===== src/hdl/assert_macros.svh =====
// Assertion macros shared by the polygon clip RTL
`ifndef ASSERT_MACROS_SVH
`define ASSERT_MACROS_SVH

// Property that must hold at every clock edge outside reset
`define PHC_ASSERT(label, prop, msg) \
	label: assert property (@(posedge clk) disable iff (!arst_n) prop) else $error(msg);

// Condition that must never be seen outside reset
`define PHC_NEVER(label, expr, msg) \
	label: assert property (@(posedge clk) disable iff (!arst_n) !(expr)) else $error(msg);

`endif


===== src/hdl/phc_pkg.sv =====
// Types, constants and helpers for the polygon half-plane clip unit
package phc_pkg;

	localparam int COORD_W = 24;
	localparam int DIR_W   = 16;
	localparam int DIFF_W  = COORD_W + 1;
	localparam int MULA_W  = DIR_W + 1;
	localparam int SIDE_W  = MULA_W + DIFF_W;
	localparam int FRAC_W  = 16;
	localparam int MAG_W   = SIDE_W;
	localparam int DEN_W   = MAG_W + 1;
	localparam int REM_W   = DEN_W + 1;
	localparam int CFG_W   = COORD_W;
	localparam int CFG_IDX_W = 2;

	typedef logic signed [COORD_W-1:0] coord_t;
	typedef logic signed [DIR_W-1:0]   dir_t;
	typedef logic signed [DIFF_W-1:0]  diff_t;
	typedef logic signed [MULA_W-1:0]  mula_t;
	typedef logic signed [SIDE_W-1:0]  side_t;
	typedef logic [FRAC_W-1:0]         frac_t;
	typedef logic [MAG_W-1:0]          mag_t;
	typedef logic [DEN_W-1:0]          den_t;

	typedef enum logic [CFG_IDX_W-1:0] {
		REG_BASE_X = 2'd0,
		REG_BASE_Y = 2'd1,
		REG_DIR_X  = 2'd2,
		REG_DIR_Y  = 2'd3
	} reg_idx_t;

	typedef struct packed {
		logic busy;
		logic done;
	} div_status_t;

	localparam frac_t FRAC_MAX = '1;

	function automatic diff_t sx_diff(input coord_t a, input coord_t b);
		sx_diff = diff_t'(a) - diff_t'(b);
	endfunction

	function automatic mag_t abs_side(input side_t v);
		abs_side = v[SIDE_W-1] ? mag_t'(~v + side_t'(1)) : mag_t'(v);
	endfunction

endpackage


===== src/hdl/polygon_halfplane_clip_unit.sv =====
// Top level of the polygon half-plane clip unit (single-edge polygon clip)
//
// Clips a polygon against the half-plane left of the line through
// (base_x, base_y) along (dir_x, dir_y); registers are to be written on the
// cfg port only while the unit is idle, which the unit does not enforce.
// Vertices come in one per transaction; the polygon's last vertex goes first
// with prime set, which only records the start of the closing edge. Each
// vertex gives zero, one or two output transactions: a crossing point
// (is_crossing=1) when the vertex is on the other side from the previous one,
// then the vertex itself if it is inside (side value >= 0). last_of_run marks
// the final output of a vertex. Throughput: one vertex at a time;
// vertex_stall is high from acceptance until the last output transaction of
// that vertex has been taken, or until classify for a vertex with no output.
// A vertex goes through two multiplier passes for the side value, then the
// classify step, which shows a kept vertex with no crossing or returns the
// unit to idle. A vertex with a crossing then goes to the serial divider,
// which forms the 16-bit crossing fraction one bit per cycle, and then to the
// two interpolations; the side value and both interpolations reuse a single
// 17x25 multiplier, one product per cycle. A kept vertex after a crossing
// follows in the cycle after the crossing point is taken, and the next vertex
// can be taken in the cycle after the last output goes. Output stalls hold the unit waiting.
`include "assert_macros.svh"
module polygon_halfplane_clip_unit (
	input  logic                clk,
	input  logic                arst_n,
	// configuration writes
	input  logic                cfg_write_en,
	input  logic [1:0]          cfg_index,
	input  logic [23:0]         cfg_data,
	// vertex channel
	input  logic                vertex_valid,
	output logic                vertex_stall,
	input  phc_pkg::coord_t     vertex_x,
	input  phc_pkg::coord_t     vertex_y,
	input  logic                prime,
	// output point channel
	output logic                point_valid,
	input  logic                point_stall,
	output phc_pkg::coord_t     point_x,
	output phc_pkg::coord_t     point_y,
	output logic                is_crossing,
	output logic                last_of_run
);
	import phc_pkg::*;

	typedef enum logic [3:0] {
		S_IDLE,
		S_M0,      // dir_x * (y - base_y) in flight
		S_M1,      // dir_y * (x - base_x) in flight
		S_SIDE,    // side value ready, classify
		S_DIV,     // crossing fraction in divider
		S_IX,      // t * (cur_x - prev_x) in flight
		S_IY,      // x product ready, y product in flight
		S_PY,      // y product ready, show crossing
		S_WAIT_X,  // crossing point waiting for sink
		S_WAIT_V   // kept vertex waiting for sink
	} state_t;

	state_t state_q;

	// configuration registers
	coord_t base_x_q, base_y_q;
	dir_t   dir_x_q, dir_y_q;

	// per-polygon history
	coord_t prev_x_q, prev_y_q;
	side_t  prev_side_q;

	// current vertex
	coord_t cur_x_q, cur_y_q;
	diff_t  ex_q, ey_q;
	logic   prime_q;
	side_t  side_q;
	side_t  acc_q;
	logic   cur_in_q;
	logic   sat_q;
	frac_t  t_q;

	// output register
	logic   out_valid_q;
	coord_t out_x_q, out_y_q;
	logic   out_cross_q, out_last_q;

	// shared multiplier
	mula_t  mul_a;
	diff_t  mul_b;
	side_t  mul_p;

	// divider
	logic        div_start;
	mag_t        div_num;
	den_t        div_den;
	frac_t       div_quo;
	div_status_t div_st;

	// side value classification
	side_t  side_w;
	logic   cur_in_w;
	logic   prev_in_w;
	logic   accept;
	logic   out_take;

	// assertion helpers
	logic   waiting_w;
	logic   kept_last_w;

	assign accept   = vertex_valid && !vertex_stall;
	assign out_take = out_valid_q && !point_stall;

	assign side_w    = acc_q - mul_p;
	assign cur_in_w  = !side_w[SIDE_W-1];
	assign prev_in_w = !prev_side_q[SIDE_W-1];

	// operand select for the shared multiplier
	always_comb begin
		mul_a = '0;
		mul_b = '0;
		case (state_q)
			S_M0: begin
				mul_a = mula_t'(dir_x_q);
				mul_b = ey_q;
			end
			S_M1: begin
				mul_a = mula_t'(dir_y_q);
				mul_b = ex_q;
			end
			S_IX: begin
				mul_a = mula_t'({1'b0, t_q});
				mul_b = sx_diff(cur_x_q, prev_x_q);
			end
			S_IY: begin
				mul_a = mula_t'({1'b0, t_q});
				mul_b = sx_diff(cur_y_q, prev_y_q);
			end
			default: begin
				mul_a = '0;
				mul_b = '0;
			end
		endcase
	end

	// divider launched from the classify step; den >= 1 on any crossing
	assign div_start = (state_q == S_SIDE) && !prime_q && (cur_in_w != prev_in_w);
	assign div_num   = abs_side(prev_side_q);
	assign div_den   = den_t'(abs_side(prev_side_q)) + den_t'(abs_side(side_w));

	phc_mul u_mul (
		.clk (clk),
		.a   (mul_a),
		.b   (mul_b),
		.p   (mul_p)
	);

	phc_div u_div (
		.clk    (clk),
		.arst_n (arst_n),
		.start  (div_start),
		.num    (div_num),
		.den    (div_den),
		.quo    (div_quo),
		.status (div_st)
	);

	// configuration port
	always_ff @(posedge clk or negedge arst_n) begin
		if (!arst_n) begin
			base_x_q <= '0;
			base_y_q <= '0;
			dir_x_q  <= '0;
			dir_y_q  <= '0;
		end else if (cfg_write_en) begin
			case (reg_idx_t'(cfg_index))
				REG_BASE_X: base_x_q <= coord_t'(cfg_data);
				REG_BASE_Y: base_y_q <= coord_t'(cfg_data);
				REG_DIR_X:  dir_x_q  <= dir_t'(cfg_data[DIR_W-1:0]);
				REG_DIR_Y:  dir_y_q  <= dir_t'(cfg_data[DIR_W-1:0]);
				default: ;
			endcase
		end
	end

	// sequencer, history and output register
	always_ff @(posedge clk or negedge arst_n) begin
		if (!arst_n) begin
			state_q     <= S_IDLE;
			prev_x_q    <= '0;
			prev_y_q    <= '0;
			prev_side_q <= '0;
			out_valid_q <= 1'b0;
			out_cross_q <= 1'b0;
			out_last_q  <= 1'b0;
		end else begin
			case (state_q)
				S_IDLE: begin
					if (accept) begin
						state_q <= S_M0;
					end
				end
				S_M0: state_q <= S_M1;
				S_M1: state_q <= S_SIDE;
				S_SIDE: begin
					if (prime_q) begin
						prev_x_q    <= cur_x_q;
						prev_y_q    <= cur_y_q;
						prev_side_q <= side_w;
						state_q     <= S_IDLE;
					end else if (cur_in_w != prev_in_w) begin
						state_q <= S_DIV;
					end else begin
						prev_x_q    <= cur_x_q;
						prev_y_q    <= cur_y_q;
						prev_side_q <= side_w;
						if (cur_in_w) begin
							out_valid_q <= 1'b1;
							out_cross_q <= 1'b0;
							out_last_q  <= 1'b1;
							state_q     <= S_WAIT_V;
						end else begin
							state_q <= S_IDLE;
						end
					end
				end
				S_DIV: begin
					if (div_st.done) begin
						state_q <= S_IX;
					end
				end
				S_IX: state_q <= S_IY;
				S_IY: state_q <= S_PY;
				S_PY: begin
					// crossing done: history moves on to this vertex
					prev_x_q    <= cur_x_q;
					prev_y_q    <= cur_y_q;
					prev_side_q <= side_q;
					out_valid_q <= 1'b1;
					out_cross_q <= 1'b1;
					out_last_q  <= !cur_in_q;
					state_q     <= S_WAIT_X;
				end
				S_WAIT_X: begin
					if (out_take) begin
						if (cur_in_q) begin
							out_cross_q <= 1'b0;
							out_last_q  <= 1'b1;
							state_q     <= S_WAIT_V;
						end else begin
							out_valid_q <= 1'b0;
							state_q     <= S_IDLE;
						end
					end
				end
				S_WAIT_V: begin
					if (out_take) begin
						out_valid_q <= 1'b0;
						state_q     <= S_IDLE;
					end
				end
				default: state_q <= S_IDLE;
			endcase
		end
	end

	// datapath registers
	always_ff @(posedge clk) begin
		if (accept) begin
			cur_x_q <= vertex_x;
			cur_y_q <= vertex_y;
			prime_q <= prime;
			ex_q    <= sx_diff(vertex_x, base_x_q);
			ey_q    <= sx_diff(vertex_y, base_y_q);
		end
		if (state_q == S_M1) begin
			acc_q <= mul_p;
		end
		if (state_q == S_SIDE) begin
			side_q   <= side_w;
			cur_in_q <= cur_in_w;
			sat_q    <= (side_w == '0);
			if (cur_in_w && (cur_in_w == prev_in_w)) begin
				out_x_q <= cur_x_q;
				out_y_q <= cur_y_q;
			end
		end
		if (state_q == S_DIV && div_st.done) begin
			// vertex on the line after an outside one: fraction would be 1.0
			t_q <= sat_q ? FRAC_MAX : div_quo;
		end
		// floor shift by the fraction bits, then wrap to 24 bits
		if (state_q == S_IY) begin
			out_x_q <= prev_x_q + mul_p[FRAC_W+COORD_W-1:FRAC_W];
		end
		if (state_q == S_PY) begin
			out_y_q <= prev_y_q + mul_p[FRAC_W+COORD_W-1:FRAC_W];
		end
		if (state_q == S_WAIT_X && out_take && cur_in_q) begin
			out_x_q <= cur_x_q;
			out_y_q <= cur_y_q;
		end
	end

	assign vertex_stall = (state_q != S_IDLE);
	assign point_valid  = out_valid_q;
	assign point_x      = out_x_q;
	assign point_y      = out_y_q;
	assign is_crossing  = out_cross_q;
	assign last_of_run  = out_last_q;

	assign waiting_w   = (state_q == S_WAIT_X) || (state_q == S_WAIT_V);
	assign kept_last_w = !is_crossing && last_of_run;

	`PHC_ASSERT(a_valid_only_waiting, point_valid |-> waiting_w, "output valid while not waiting")
	`PHC_ASSERT(a_run_continues, (out_take && !last_of_run) |=> point_valid, "run ended early")
	`PHC_ASSERT(a_vertex_closes_run, (state_q == S_WAIT_V) |-> kept_last_w, "kept vertex not last")

endmodule


===== src/hdl/phc_mul.sv =====
// Shared signed multiplier with registered product
module phc_mul (
	input  logic           clk,
	input  phc_pkg::mula_t a,
	input  phc_pkg::diff_t b,
	output phc_pkg::side_t p
);
	import phc_pkg::*;

	side_t p_q;

	always_ff @(posedge clk) begin
		p_q <= side_t'(a) * side_t'(b);
	end

	assign p = p_q;

endmodule


===== src/hdl/phc_div.sv =====
// Restoring divider, one quotient bit per cycle, fraction num/den
`include "assert_macros.svh"
module phc_div (
	input  logic                clk,
	input  logic                arst_n,
	input  logic                start,
	input  phc_pkg::mag_t       num,
	input  phc_pkg::den_t       den,
	output phc_pkg::frac_t      quo,
	output phc_pkg::div_status_t status
);
	import phc_pkg::*;

	localparam int CNT_W = $clog2(FRAC_W);

	logic [REM_W-1:0] rem_q;
	logic [REM_W-1:0] rem2;
	den_t             den_q;
	frac_t            quo_q;
	logic [CNT_W-1:0] cnt_q;
	logic             busy_q;
	logic             done_q;
	logic             ge;

	assign rem2 = {rem_q[REM_W-2:0], 1'b0};
	assign ge   = rem2 >= {1'b0, den_q};

	always_ff @(posedge clk or negedge arst_n) begin
		if (!arst_n) begin
			busy_q <= 1'b0;
			done_q <= 1'b0;
			cnt_q  <= '0;
		end else if (start) begin
			busy_q <= 1'b1;
			done_q <= 1'b0;
			cnt_q  <= '0;
		end else if (busy_q) begin
			cnt_q <= cnt_q + CNT_W'(1);
			if (cnt_q == CNT_W'(FRAC_W - 1)) begin
				busy_q <= 1'b0;
				done_q <= 1'b1;
			end
		end else begin
			done_q <= 1'b0;
		end
	end

	// datapath, no reset needed
	always_ff @(posedge clk) begin
		if (start) begin
			rem_q <= REM_W'(num);
			den_q <= den;
		end else if (busy_q) begin
			rem_q <= ge ? (rem2 - REM_W'(den_q)) : rem2;
			quo_q <= {quo_q[FRAC_W-2:0], ge};
		end
	end

	assign quo         = quo_q;
	assign status.busy = busy_q;
	assign status.done = done_q;

	`PHC_NEVER(a_start_while_busy, start && busy_q, "divider restarted mid-division")
	`PHC_ASSERT(a_done_after_busy, done_q |-> $past(busy_q), "done without a division")

endmodule

===== config.mk =====
export PLATFORM = sky130hd
export DESIGN_NAME = polygon_halfplane_clip_unit
export DESIGN_NICKNAME = d
export VERILOG_FILES = /design/src/hdl/phc_pkg.sv /design/src/hdl/polygon_halfplane_clip_unit.sv /design/src/hdl/phc_mul.sv /design/src/hdl/phc_div.sv
export VERILOG_INCLUDE_DIRS = /design/src /design/src/hdl
export SDC_FILE = /design/constraint.sdc
export NUM_CORES = 2
export LEC_CHECK = 0
export BUFFER_PORTS_ARGS = -buffer_cell sky130_fd_sc_hd__clkbuf_2
export CAP_MARGIN = 10
export CELL_PAD_IN_SITES_DETAIL_PLACEMENT = 0
export CELL_PAD_IN_SITES_GLOBAL_PLACEMENT = 2
export CORE_ASPECT_RATIO = 0.5
export CORE_UTILIZATION = 42
export CTS_CLUSTER_SIZE = 16
export DETAILED_ROUTE_END_ITERATION = 10
export GPL_ROUTABILITY_DRIVEN = 0
export HOLD_SLACK_MARGIN = 0.1
export PLACE_DENSITY_LB_ADDON = 0.1
export RECOVER_POWER = 50
export SLEW_MARGIN = 20
export SYNTH_ARGS = -nofsm -noshare
export SYNTH_HDL_FRONTEND = slang
export SYNTH_SLANG_ARGS = --single-unit

===== constraint.sdc =====
create_clock -name clk -period 13.22 [get_ports clk]
set_input_delay 2.644 -clock clk [delete_from_list [all_inputs] [get_ports clk]]
set_output_delay 2.644 -clock clk [all_outputs]
set_load 0.005 [all_outputs]

==> flow_summary.toml <==
[synthesis]
synth_cell_types = 86
avgSynthCellArea_sq_um = 9.48
ys_ff_latch = 576
yosysWarningCount = 0
ys_seq_area_share_pct = 31.6
synth_edf_count = 350
synthCells = 5320
ys.flop_type = "edfxtp_1"
synth_nets = 6198
synthArstFlopShare_pct = 31.8
netlist_area_sq_um = 50400

[clock_network]
clk_path_buf_depth = 3
h-tree-depth = 3
clk_latency_ps = 620
cts_setup_buffers = 0
path_clk_slew_ps = 60
root_buffer = "clkbuf_16"
cts_resized = 0
numClockSinks = 576
cts_buffers = 67
cts_tree = "yes"
postCtsHoldBufs = 0

[timing]
finalMaxSlewViolations = 436
worst_slew_pin_slew_ps = 3880
period_share_pct = 83.3
rsz0062_at_grt = "no"
fmax_mhz = 90.9
finClkSkew_ps = 26.5
finalHoldViolCount = 0
period_minus_slack_ps = 11010
setup_viol = 0
relSlewSlack_pct = -158
fin_setup_tns_ps = 0
worst_slack_ps = 2210

[floorplanning]
num_rows = 89
start_util_pct = 42.6
die_y_microns = 247
ioPinCount = 132
die_width_microns = 492
core_sq_um = 118000
die_area_sq_um = 122000

[hold_path]
whs_endpoint = "acc_q[4]"
whs_path_depth = 0
worstHoldStart = "u_mul.p[4]"
holdCritPathClass = "reg2reg"

[setup_path]
reg2reg_depth = 30
crit_fanout = 35
slowest_delay_ps = 1280
cp_slowest_cell = "clkbuf_1"
criticalPathCategory = "reg2reg"
r2r_end = "u_mul.p[40]"
r2r_slack_ps = 2210
cp_common_cell = "inv_1"
required_ps = 13770
cp.arrival_ps = 11560
worst_setup_path_end_kind = "flip-flop"
r2r-start = "state_q[3]"
crit_path_start_kind = "flip-flop"

[drt]
drt-initial-drc-count = 2904
wl_per_cell_microns = 21.3
vias = 38020
drc = 0
wirelength_microns = 150000
ant_nets = 0
vias_per_cell = 5.38
drt_pass1_iterations = 6

[final_layout]
fin_cells = 7063
drive_gt1_share_pct = 7.53
final_nets = 6296
syn2layout_area_growth_pct = 9.29
nFillCells = 11560
n_antenna_cell = 0

[grt]
grt_max_degree = 86
grt.overflow.total = 0
antenna_found_initial = 9
grt_pass1_vias = 38143
grt_first_pass_wirelength_microns = 228000
gr-usage-all-layers_pct = 24.7

[run_status]
violations = "max-capacitance violations, max-slew violations"
status = "finished with violations"

[place]
dp.cells = 6941
place_ws_ps = 2800
io_buffer_count = 131
dp_hpwl_microns = 119000

[run]
drv_cap = 10
==> critical path: cells and delay by family, from the launching register on <==
family	cells	cell delay [ps]
and+or+nand+nor	6	2000
AOI/OAI and AO/OA	8	2990
buffers and inverters	8	2500
xor gates and xnor gates	1	160
adders and majority gates	7	2580
DFF	1	660
==> state kept, by name, summed over array words and instances, names as in the netlist, 16 cells and up <==
signal	cells
acc_q	42
base_x_q	24
base_y_q	24
cur_x_q	24
cur_y_q	24
dir_x_q	16
dir_y_q	16
ex_q	25
ey_q	25
point_x	24
point_y	24
prev_side_q	42
prev_x_q	24
prev_y_q	24
side_q	42
t_q	16
u_div.den_q	43
u_div.quo	16
u_div.rem_q	43
u_mul.p	42
==> cells by family (layout without fill, tap and decap cells) <==
family          after synthesis  in the layout  synth area share, %
buf+inv                     902           1053                 6.73
xor+xnor                    325            325                 5.64
flops                       576            576                 31.6
compound gates             1124           1124                 14.1
fa+ha+maj                   798            798                 26.1
simple gates               1476           1476                 13.2
mux                         119            119                 2.63
==> metrics by stage <==
step           hold slack [ps]  cell area, sq um  util [%]
2_1_floorplan              408             50400         -
4_1_cts                    427             55300      46.6
3_5_place_dp               413             53000      44.7
6_report                   428             55100      46.5
5_1_grt                    431             55100      46.5
3_3_place_gp               417             53000      44.7
==> routing by layer <==
metal	global-route usage, %	wire length [microns]	vias to the layer above	part of all wire (%)
met5	0	0	-	0
met4	6.71	4090	0	2.7
met3	3.09	7820	199	5.2
met2	37.3	63900	908	42
met1	37.0	74600	18742	50
li1	-	-	18171	-
==> layout make-up <==
| class | instances | area [sq um] | area share (%) |
|---|---|---|---|
| clock buffers | 93 | 1960 | 3.56 |
| clock inverters | 29 | 288 | 0.522 |
| inverters | 742 | 2790 | 5.06 |
| multi-input cells | 3842 | 31100 | 56.5 |
| flip-flops and latches | 576 | 16000 | 28.9 |
| well taps | 1592 | 1990 | 3.61 |
| repair buffers | 189 | 1000 | 1.82 |
==> Yosys cell counts (12+ instances only) <==
cell type / n / area [sq um]
a211oi_1: 36 / 270
a21boi_0: 20 / 150
a21o_1: 117 / 878
a21oi_1: 276 / 1380
a222oi_1: 12 / 120
a22oi_1: 22 / 165
a31oi_1: 32 / 200
and2_1: 22 / 138
and3_1: 33 / 206
clkbuf_1: 156 / 586
dfrtp_1: 183 / 4580
dfxtp_1: 43 / 861
edfxtp_1: 350 / 10500
fa_1: 425 / 8510
ha_1: 373 / 4670
inv_1: 738 / 2770
mux2_2: 108 / 1220
nand2_1: 509 / 1910
nand2b_1: 68 / 425
nand3_1: 61 / 305
nand4_1: 23 / 144
nor2_1: 506 / 1900
nor2b_1: 47 / 294
nor3_1: 59 / 295
nor3b_1: 14 / 105
nor4_1: 16 / 100
o211ai_1: 18 / 135
o21a_1: 42 / 315
o21ai_0: 310 / 1550
o21bai_1: 31 / 233
o22ai_1: 49 / 307
o31a_1: 17 / 149
o31ai_1: 29 / 218
o41ai_1: 14 / 123
or2_2: 51 / 319
or3_1: 29 / 181
xnor2_1: 227 / 1990
xor2_1: 98 / 858
==> how the worst max path moves through the flow <==
stage | start | endpoint | slack [ps] | cells past startpoint
after floorplan | state_q[3] | u_mul.p[41] | 3900 | 32
after global placement | cur_y_q[0] | u_mul.p[41] | 2890 | 38
after detailed placement | prev_x_q[1] | u_mul.p[41] | 2800 | 35
after CTS | prev_x_q[1] | u_mul.p[41] | 2770 | 35
after global routing | state_q[3] | u_mul.p[40] | 1580 | 30
final | state_q[3] | u_mul.p[40] | 2210 | 30
==> cell usage in the layout, fill, tap and decap left out, types with 22 or more instances in the layout <==
cell type,synthesis,final
buf_4,0,47
a21o_1,117,117
clkbuf_2,0,79
a31oi_1,32,32
o21a_1,42,42
nand2_1,509,506
xnor2_1,227,226
a22oi_1,22,22
ha_1,373,373
or3_1,29,29
o21bai_1,31,31
edfxtp_1,350,350
inv_1,738,738
or2_2,51,51
nor2b_1,47,47
o22ai_1,49,49
clkbuf_1,156,77
dfxtp_1,43,43
o31ai_1,29,29
and3_1,33,33
o21ai_0,310,310
a21oi_1,276,276
mux2_2,108,108
nand2b_1,68,67
clkbuf_16,0,74
dfrtp_1,183,183
xor2_1,98,98
nor2_1,506,505
nand3_1,61,60
a211oi_1,36,36
nor3_1,59,58
nand4_1,23,23
fa_1,425,425
Power is left out: the tool's default activity adds up to more than one toggle a clock period on the data nets, which glitch-free logic cannot reach.
